--- config.mk ---
export PLATFORM = sky130hd
export DESIGN_NAME = button_debounce_long_press
export DESIGN_NICKNAME = d
export VERILOG_FILES = /design/src/rtl/bdlp_pkg.sv /design/src/rtl/bdlp_step.sv /design/src/rtl/button_debounce_long_press.sv
export SDC_FILE = /design/constraint.sdc
export NUM_CORES = 1
export LEC_CHECK = 0
export BUFFER_PORTS_ARGS = -buffer_cell sky130_fd_sc_hd__buf_2
export CORE_UTILIZATION = 30
export DETAILED_ROUTE_END_ITERATION = 7
export GPL_ROUTABILITY_DRIVEN = 0
export SLEW_MARGIN = 20
export SYNTH_ARGS = -nofsm -noshare
export SYNTH_HDL_FRONTEND = slang
export SYNTH_HIERARCHICAL = 1
export SYNTH_SLANG_ARGS = --single-unit
--- constraint.sdc ---
create_clock -name clk_i -period 34.9 [get_ports clk_i]
set_input_delay 1.745 -clock clk_i [delete_from_list [all_inputs] [get_ports clk_i]]
set_output_delay 1.745 -clock clk_i [all_outputs]
set_load 0.01 [all_outputs]
--- src/rtl/bdlp_pkg.sv ---
package bdlp_pkg;

  // Stream widths, fields packed from bit 0 and filled up to whole bytes
  localparam int unsigned InTdataW  = 40;
  localparam int unsigned OutTdataW = 8;
  localparam int unsigned NowW      = 32;

  // Configuration port
  localparam int unsigned CfgIdxW  = 2;
  localparam int unsigned CfgDataW = 16;

  localparam logic [CfgIdxW-1:0] CFG_DEBOUNCE_MS   = 2'd0;
  localparam logic [CfgIdxW-1:0] CFG_LONG_PRESS_MS = 2'd1;
  localparam logic [CfgIdxW-1:0] CFG_ENABLE        = 2'd2;

  localparam logic [CfgDataW-1:0] DEBOUNCE_MS_RST   = 16'd50;
  localparam logic [CfgDataW-1:0] LONG_PRESS_MS_RST = 16'd2000;

  // One poll item as taken from the input stream
  typedef struct packed {
    logic [NowW-1:0] now_ms;
    logic            pin_level;
    logic            ack_press;
    logic            ack_long;
    logic            clear_events;
  } bdlp_item_t;

  // Single-bit debounce state
  typedef struct packed {
    logic started;
    logic stable_level;
    logic candidate_level;
    logic long_reported;
    logic press_flag;
    logic long_flag;
  } bdlp_flags_t;

  // One result item
  typedef struct packed {
    logic long_event;
    logic press_event;
    logic is_pressed;
  } bdlp_res_t;

  // Active configuration
  typedef struct packed {
    logic [CfgDataW-1:0] debounce_ms;
    logic [CfgDataW-1:0] long_press_ms;
    logic                enable;
  } bdlp_cfg_t;

endpackage

--- src/rtl/bdlp_step.sv ---
module bdlp_step #(
  parameter int unsigned TIME_BITS = 32
) (
  input  bdlp_pkg::bdlp_item_t  item_i,
  input  bdlp_pkg::bdlp_cfg_t   cfg_i,
  input  bdlp_pkg::bdlp_flags_t flags_i,
  input  logic [TIME_BITS-1:0]  cand_since_i,
  input  logic [TIME_BITS-1:0]  press_since_i,
  output bdlp_pkg::bdlp_flags_t flags_o,
  output logic [TIME_BITS-1:0]  cand_since_o,
  output logic [TIME_BITS-1:0]  press_since_o,
  output bdlp_pkg::bdlp_res_t   res_o
);
  import bdlp_pkg::*;

  localparam int unsigned NowKeep = (TIME_BITS < NowW) ? TIME_BITS : NowW;

  logic [TIME_BITS-1:0] now_t;
  logic [TIME_BITS-1:0] cand_elapsed;
  logic [TIME_BITS-1:0] press_elapsed;
  logic                 pressed;
  bdlp_flags_t          f;

  // Timestamp cut or widened to the time width
  always_comb begin
    now_t = '0;
    now_t[NowKeep-1:0] = item_i.now_ms[NowKeep-1:0];
  end

  assign pressed = ~item_i.pin_level;

  // Clear, then initialise or poll, then report, then acknowledge
  always_comb begin
    f             = flags_i;
    cand_since_o  = cand_since_i;
    press_since_o = press_since_i;
    cand_elapsed  = '0;
    press_elapsed = '0;

    if (item_i.clear_events) begin
      f.press_flag    = 1'b0;
      f.long_flag     = 1'b0;
      f.long_reported = 1'b0;
    end

    if (!f.started) begin
      f.stable_level    = pressed;
      f.candidate_level = pressed;
      cand_since_o      = now_t;
      press_since_o     = now_t;
      f.press_flag      = 1'b0;
      f.long_flag       = 1'b0;
      f.long_reported   = 1'b0;
      f.started         = 1'b1;
    end else if (cfg_i.enable) begin
      // level change restarts the candidate timer
      if (pressed != f.candidate_level) begin
        f.candidate_level = pressed;
        cand_since_o      = now_t;
      end
      cand_elapsed = now_t - cand_since_o;
      if (f.candidate_level != f.stable_level &&
          cand_elapsed >= TIME_BITS'(cfg_i.debounce_ms)) begin
        f.stable_level  = f.candidate_level;
        f.long_reported = 1'b0;
        if (f.candidate_level) begin
          press_since_o = now_t;
          f.press_flag  = 1'b1;
        end
      end
      press_elapsed = now_t - press_since_o;
      if (f.stable_level && !f.long_reported &&
          press_elapsed >= TIME_BITS'(cfg_i.long_press_ms)) begin
        f.long_reported = 1'b1;
        f.long_flag     = 1'b1;
      end
    end

    res_o.is_pressed  = f.stable_level;
    res_o.press_event = f.press_flag;
    res_o.long_event  = f.long_flag;

    if (item_i.ack_press) f.press_flag = 1'b0;
    if (item_i.ack_long)  f.long_flag  = 1'b0;

    flags_o = f;
  end

endmodule

--- src/rtl/button_debounce_long_press.sv ---
// Button debouncer with long-press detection.
//
// Input stream: one poll item per beat, tdata = {clear_events, ack_long,
// ack_press, pin_level (active low), now_ms[31:0]}, MSB first. Every item
// gives exactly one result on the output stream: tdata = {long_event,
// press_event, is_pressed}. The first item after reset only loads the levels
// from the pin and raises no event.
// The configuration port writes debounce_ms (index 0), long_press_ms (1) and
// enable (2); writes are meant only while no item is in flight.
// A result is valid once its item has passed the input register and then the
// result register. Throughput: one item per cycle while the receiver does not
// stall, set by the combinational state update between the two registers.
// When the receiver stalls, the result register holds and the input register
// still takes one more item; tready falls only when both are full.
// Reset clears the state and loads the register defaults 50, 2000 and 1.
// Timestamps are kept modulo 2^TIME_BITS.
module button_debounce_long_press #(
  parameter int unsigned TIME_BITS = 32
) (
  input  logic                            clk_i,
  input  logic                            rst_ni,
  // Input stream
  input  logic                            s_axis_tvalid_i,
  output logic                            s_axis_tready_o,
  // now_ms[31:0], pin_level, ack_press, ack_long, clear_events, zero fill
  input  logic [bdlp_pkg::InTdataW-1:0]   s_axis_tdata_i,
  // Output stream
  output logic                            m_axis_tvalid_o,
  input  logic                            m_axis_tready_i,
  // is_pressed, press_event, long_event, zero fill
  output logic [bdlp_pkg::OutTdataW-1:0]  m_axis_tdata_o,
  // Configuration write port
  input  logic                            cfg_we_i,
  input  logic [bdlp_pkg::CfgIdxW-1:0]    cfg_idx_i,
  input  logic [bdlp_pkg::CfgDataW-1:0]   cfg_wdata_i
);
  import bdlp_pkg::*;

  logic                 in_valid_q;
  bdlp_item_t           in_item_q;
  logic                 out_valid_q;
  bdlp_res_t            out_res_q;
  bdlp_cfg_t            cfg_q;
  bdlp_flags_t          flags_q;
  logic [TIME_BITS-1:0] cand_since_q;
  logic [TIME_BITS-1:0] press_since_q;

  bdlp_flags_t          flags_d;
  logic [TIME_BITS-1:0] cand_since_d;
  logic [TIME_BITS-1:0] press_since_d;
  bdlp_res_t            res_d;
  logic                 advance;
  logic                 in_take;

  // Handshake: item moves to the result register when that slot is free or drains
  assign advance         = in_valid_q && (!out_valid_q || m_axis_tready_i);
  assign s_axis_tready_o = !in_valid_q || advance;
  assign in_take         = s_axis_tvalid_i && s_axis_tready_o;

  // Input register
  always_ff @(posedge clk_i or negedge rst_ni) begin
    if (!rst_ni) begin
      in_valid_q <= 1'b0;
    end else if (in_take) begin
      in_valid_q <= 1'b1;
    end else if (advance) begin
      in_valid_q <= 1'b0;
    end
  end

  always_ff @(posedge clk_i) begin
    if (in_take) begin
      in_item_q.now_ms       <= s_axis_tdata_i[NowW-1:0];
      in_item_q.pin_level    <= s_axis_tdata_i[NowW];
      in_item_q.ack_press    <= s_axis_tdata_i[NowW+1];
      in_item_q.ack_long     <= s_axis_tdata_i[NowW+2];
      in_item_q.clear_events <= s_axis_tdata_i[NowW+3];
    end
  end

  // Configuration registers
  always_ff @(posedge clk_i or negedge rst_ni) begin
    if (!rst_ni) begin
      cfg_q.debounce_ms   <= DEBOUNCE_MS_RST;
      cfg_q.long_press_ms <= LONG_PRESS_MS_RST;
      cfg_q.enable        <= 1'b1;
    end else if (cfg_we_i) begin
      unique case (cfg_idx_i)
        CFG_DEBOUNCE_MS:   cfg_q.debounce_ms   <= cfg_wdata_i;
        CFG_LONG_PRESS_MS: cfg_q.long_press_ms <= cfg_wdata_i;
        CFG_ENABLE:        cfg_q.enable        <= cfg_wdata_i[0];
        default: ;
      endcase
    end
  end

  // Next state and result for the registered item
  bdlp_step #(
    .TIME_BITS (TIME_BITS)
  ) u_step (
    .item_i        (in_item_q),
    .cfg_i         (cfg_q),
    .flags_i       (flags_q),
    .cand_since_i  (cand_since_q),
    .press_since_i (press_since_q),
    .flags_o       (flags_d),
    .cand_since_o  (cand_since_d),
    .press_since_o (press_since_d),
    .res_o         (res_d)
  );

  // Debounce state
  always_ff @(posedge clk_i or negedge rst_ni) begin
    if (!rst_ni) begin
      flags_q       <= '0;
      cand_since_q  <= '0;
      press_since_q <= '0;
    end else if (advance) begin
      flags_q       <= flags_d;
      cand_since_q  <= cand_since_d;
      press_since_q <= press_since_d;
    end
  end

  // Result register
  always_ff @(posedge clk_i or negedge rst_ni) begin
    if (!rst_ni) begin
      out_valid_q <= 1'b0;
    end else if (advance) begin
      out_valid_q <= 1'b1;
    end else if (m_axis_tready_i) begin
      out_valid_q <= 1'b0;
    end
  end

  always_ff @(posedge clk_i) begin
    if (advance) begin
      out_res_q <= res_d;
    end
  end

  assign m_axis_tvalid_o = out_valid_q;
  assign m_axis_tdata_o  = {(OutTdataW-3)'(0), out_res_q.long_event,
                            out_res_q.press_event, out_res_q.is_pressed};

  // Checks
  a_adv_fills_out: assert property (@(posedge clk_i) disable iff (!rst_ni)
    advance |=> out_valid_q)
    else $error("result register not loaded after advance");

  a_adv_starts: assert property (@(posedge clk_i) disable iff (!rst_ni)
    advance |=> flags_q.started)
    else $error("state not started after an item");

  a_state_hold: assert property (@(posedge clk_i) disable iff (!rst_ni)
    !advance |=> $stable(flags_q) && $stable(cand_since_q) && $stable(press_since_q))
    else $error("debounce state changed without an item");

  a_stall_cause: assert property (@(posedge clk_i) disable iff (!rst_ni)
    !s_axis_tready_o |-> in_valid_q && out_valid_q && !m_axis_tready_i)
    else $error("input stalled while a register is free");

  a_reported_started: assert property (@(posedge clk_i) disable iff (!rst_ni)
    flags_q.long_reported |-> flags_q.started)
    else $error("long press marked before start");

endmodule

Word-level counts from Yosys, hierarchy flattened
Index checks and enable logic that the tools add are counted.
{"block": "classes", "n_reduce_logical": 17, "muxes": 32, "bitwise_logic": 1, "n_addsub": 2, "n_eq_ne": 5, "order_cmp": 2}
{"operator": "2-to-1 mux 32 bit", "count": 11}
{"operator": "greater-or-equal comparator 32 x 16 -> 1 bit", "count": 2}
{"operator": "subtractor 32 bit", "count": 2}
{"operator": "2-to-1 mux 1 bit", "count": 15}
{"operator": "2-to-1 mux 5 bit", "count": 2}
{"operator": "AND reduction 2 bit", "count": 4}
{"operator": "2-to-1 mux 2 bit", "count": 3}
{"operator": "logical AND 1 bit", "count": 5}
{"operator": "nonzero test 2 bit", "count": 2}
{"operator": "logical NOT 1 bit", "count": 3}
{"operator": "2-to-1 mux 3 bit", "count": 1}
{"operator": "equality test 2 x 1 -> 1 bit, second input constant", "count": 1}
{"operator": "equality test 2 bit, second input constant", "count": 1}
{"operator": "logical NOT 2 bit", "count": 1}
{"operator": "logical OR 1 bit", "count": 2}
{"operator": "!= test 1 bit", "count": 2}
{"operator": "!= test 2 bit, second input constant", "count": 1}
{"operator": "NOT 1 bit", "count": 1}
{"block": "word_totals", "out_inout_bits": 10, "elab_cells": 80, "input_bits": 63, "register_bits": 144}

Depth between registers and ports, before layout
{"block": "depth", "ltp_word": 18, "depth_mapped": 58}

Cells and area by module
Netlist, hierarchy kept.
{"mod": "bdlp_step", "area_per_inst_um2": 7075.5, "cells_each": 1012, "instances": 1, "seq_area_each_um2": 0.0}
{"mod": "button_debounce_long_press", "area_per_inst_um2": 5143.7, "cells_each": 273, "instances": 1, "seq_area_each_um2": 3811.2}

Least setup slack after synthesis
Ideal clock, no wire load.
{"block": "synth_path", "kind": "reg-to-reg", "startpoint": "register flags_q[3] in the netlist's numbering", "endpoint": "register flags_q[2] in the netlist's numbering", "path_slack_ps": 23217, "period_less_slack_ps": 11683, "setup_ps": 125, "n_path_buf": 8, "stages_incl_launch_ff": 56, "required_ps": 34775, "arrival_time_ps": 11558, "path_cell_list": "dfrtp_1 > inv_1 > ha_1 > buf_2 > buf_1 > clkbuf_1 > clkbuf_1 > buf_1 > nand2_1 > o21ai_0 > ha_1 > inv_1 > ha_1 > a21oi_1 > a2bb2oi_2 > a22o_1 > nand2_1 > a221oi_1 > [... 20 more ...] > o21ai_0 > o21a_1 > maj3_1 > maj3_1 > o211ai_1 > o21ai_0 > xnor2_1 > ha_1 > a21o_1 > a21oi_1 > o2111a_1 > nor3b_1 > o211ai_1 > a22oi_1 > nand4_1 > nor4_4 > a31oi_1 > mux2_2"}
{"element": "start, declared", "line": "button_debounce_long_press.sv:44", "rtl": "bdlp_flags_t flags_q;"}
{"element": "start signal, assigned", "line": "button_debounce_long_press.sv:119", "rtl": "flags_q <= flags_d;"}

==> parameters.txt <==
Parameter                              Value

Outcome
  Result of the run    finished clean

Route
  Count of vias placed by the detailed router    9855
  Post-detailed-route wirelength per cell    roughly 17 microns
  Vias/cell    5.339
  Total iterations of the first detailed-routing run    7
  Number of DRC violations after detailed routing    0
  Routed wire length    31980 microns
  ANT nets after route    0
  Initial DRC count    between 700 and 800

Timing
  Final setup violation count    0
  Hold Violations, Final    0
  Unrepaired setup endpoints after global routing    false
  Transition at the pin with the smallest max-transition slack    1.060 ns
  Slew margin rel.    29.33%
  Total Neg Setup Slack    0 ns
  Tightest hold margin    ~0.5 ns
  Max-slew violations    0
  Peak clock frequency supported by timing    between 80 and 90 MHz
  Min cycle time layout    12.49 ns
  Post-route clock skew    0.01106 ns
  Final Cycle Share    35.79%

Critical path
  Cell with the biggest individual delay on the critical path    sky130_fd_sc_hd__a211oi_1
  Crit-path most repeated cell    sky130_fd_sc_hd__ha_1
  Required time reported for the critical path endpoint    35.23 ns
  Setup crit end kind    flop
  CP arrival    12.82 ns
  Crit path kind    reg -> reg
  Critical Path Start Type    flop
  Count of buffer and inverter cells on the critical path    3
  Worst path top cell family by delay    compound AO/OA/AOI/OAI gates
  Biggest fanout along the worst timing path    62
  Delay of the slowest cell on the worst path    0.65 ns

Pwr
  Power consumption    0.001199 W
  Power density over cell area    ~89 nW/um^2
  Leakage Power    approximately 5.8 nW
  Max rail drop VDD    0.04076 mV

Yosys
  Average cell area after synthesis    9.509 sq um
  Total standard cell area after synthesis    12220 sq um
  Number of flops mapped to enable cells by yosys    39
  Yosys reg bits    144
  Fraction of the yosys area taken by sequential cells    31.19%
  Ys Warns    6
  Syn Inst Count    1285
  Async set-or-reset flop fraction in the synthesized netlist    72.92%
  Most frequently used flop master after synthesis    sky130_fd_sc_hd__dfrtp_1
  Netlist cell types    approximately 90

Layout
  Core Util, Final    33.92%
  Sequential cell area    ~3800 sq um
  Fraction of layout instances using a drive strength above 1    22.48%
  Final antenna diode count    0
  Area of combinational cells with multiple inputs    around 8000 sq um
  Synthesis-to-layout area growth    10.79%
  Layout net count    about 1500
  Most common cell after layout, fill and taps aside    sky130_fd_sc_hd__mux2_2
  Post-route non-filler standard cell count    ~1800
  Most frequent cells in the layout    sky130_fd_sc_hd__mux2_2 (164), sky130_fd_sc_hd__dfrtp_1 (95), sky130_fd_sc_hd__nand2_1 (85), sky130_fd_sc_hd__ha_1 (82), sky130_fd_sc_hd__a21oi_1 (79)
  Number of filler cells placed in the layout    4058

Global route
  Wire length of the first global-routing pass    51360 microns
  Via count of the first global-routing pass    9417
  Initial antenna violation count    0
  Maximum number of pins on one net before global-route repair    72
  Total congestion overflow after global routing    0
  Overall Global Routing Usage    15.75%

CTS
  Post-CTS sizing    0
  Clock slew at the register clock pins of the worst setup and hold paths    0.07 ns
  # hold bufs at CTS    0
  Clock insertion delay at the later pin of the skew report    roughly 0.45 ns
  CTS tree    yes
  Sink Count    144
  CTS H-tree depth    4
  Number of post-CTS setup repair buffers    0
  Clock Path Buffers    2
  Buffer type at the clock tree root    sky130_fd_sc_hd__clkbuf_16
  TritonCTS Buffers    17

Placement
  # port buffers    63
  Post-DP HPWL    24220 microns
  Placed instance count    1813

Floorplan
  Die outline width    203.8 microns
  FP Rows    73
  Floorplan die area    41540 sq um
  Count of pins on the block boundary    73
  Starting density of the core    30.61%
  Die span in y    203.8 microns
  Core box area    approximately 40000 sq um

Run
  Number of max-cap violations    0

Worst hold path
  Worst hold path type    reg -> reg
[cell usage after synthesis, types with 22 or more instances]
master                     number  area (sq um)
sky130_fd_sc_hd__mux2_2       164          1847
sky130_fd_sc_hd__dfrtp_1       95          2377
sky130_fd_sc_hd__nand2_1       86         322.8
sky130_fd_sc_hd__ha_1          83          1039
sky130_fd_sc_hd__a21oi_1       79         395.4
sky130_fd_sc_hd__o21ai_0       65         325.3
sky130_fd_sc_hd__nor2_1        64         240.2
sky130_fd_sc_hd__inv_1         63         236.5
sky130_fd_sc_hd__mux2i_1       51         510.5
sky130_fd_sc_hd__edfxtp_1      39          1171
sky130_fd_sc_hd__a21o_1        37         277.8
sky130_fd_sc_hd__clkbuf_1      37         138.9
sky130_fd_sc_hd__nand2b_1      30         187.7
sky130_fd_sc_hd__xor2_1        23         201.4
sky130_fd_sc_hd__nor2b_1       22         137.6
sky130_fd_sc_hd__o211ai_1      22         165.2
[layout make-up]
class,count,area share (%)
Timing Repair Buffer,68,2.773
Clock buffer,18,3.244
Clock inverter,14,0.9519
Sequential cell,144,28.15
Inverter,63,1.747
Tap cell,525,4.852
Multi-Input combinational cell,1014,58.28
[cells by family (layout without fill, tap and decap cells)]
kind of cell | after synthesis | count (layout) | synth area share (%)
AO/OA/AOI/OAI | 335 | 335 | 18.48
buffers and inverters | 131 | 163 | 4.546
AND/OR/NAND/NOR | 321 | 321 | 13.82
adder cells (fa/ha/maj) | 93 | 93 | 9.400
other | 2 | 6 | 0.06146
multiplexers | 216 | 216 | 19.41
flip-flops | 144 | 144 | 31.19
XOR/XNOR | 43 | 43 | 3.082
[power breakdown]
group | leakage (nW) | switching [W] | internal (W) | total, W
clock | 0.278 | 0.0000791 | 0.000101 | 0.000180
sequential | 1.60 | 0.0000435 | 0.000223 | 0.000266
combinational | 3.92 | 0.000431 | 0.000321 | 0.000752
total | 5.79 | 0.000554 | 0.000645 | 0.00120
[metrics by stage]
stage,worst slack [ns],area (sq um)
final,22.41,13540
after global routing,21.68,13540
after CTS,22.46,13510
after detailed placement,22.51,12940
after global placement,22.60,12940
after floorplan,23.22,12230
[metal layers]
layer | vias to the layer above | global-route usage, % | share of wire (%)
li1 | 4814 | - | -
met1 | 4724 | 21.45 | 47
met2 | 270 | 24.78 | 45
met3 | 47 | 2.870 | 4.8
met4 | 0 | 5.666 | 2.5
met5 | - | 0 | 0
[worst register-to-register path, delay by kind of cell (launching register included)]
family	cells	cell delay, ns
buf+inv	3	1.32
flops	1	0.36
xor+xnor	2	0.52
compound gates	19	5.24
mux	3	0.87
simple gates	11	2.31
fa+ha+maj	5	1.77
[registers in the layout, indices dropped and copies added, names as in the netlist]
name	cells
m_axis_tvalid_o	1
flags_q	6
cand_since_q	32
cfg_q	33
m_axis_tdata_o	3
press_since_q	32
in_valid_q	1
in_item_q	36
[final timing paths]
kind,start,endpoint,slack [ns],cells past startpoint
min in group asynchronous,rst_ni,press_since_q[23],1.34,1
worst min register to register,cfg_q[28],cfg_q[28],0.51,1
worst min-delay path,cfg_q[28],cfg_q[28],0.51,1
worst max-delay path,flags_q[3],flags_q[0],22.41,43
worst max register to register,flags_q[3],flags_q[0],22.41,43
max in group asynchronous,rst_ni,cfg_q[23],32.36,2
No activity file was read; power rests on OpenSTA's default activity.
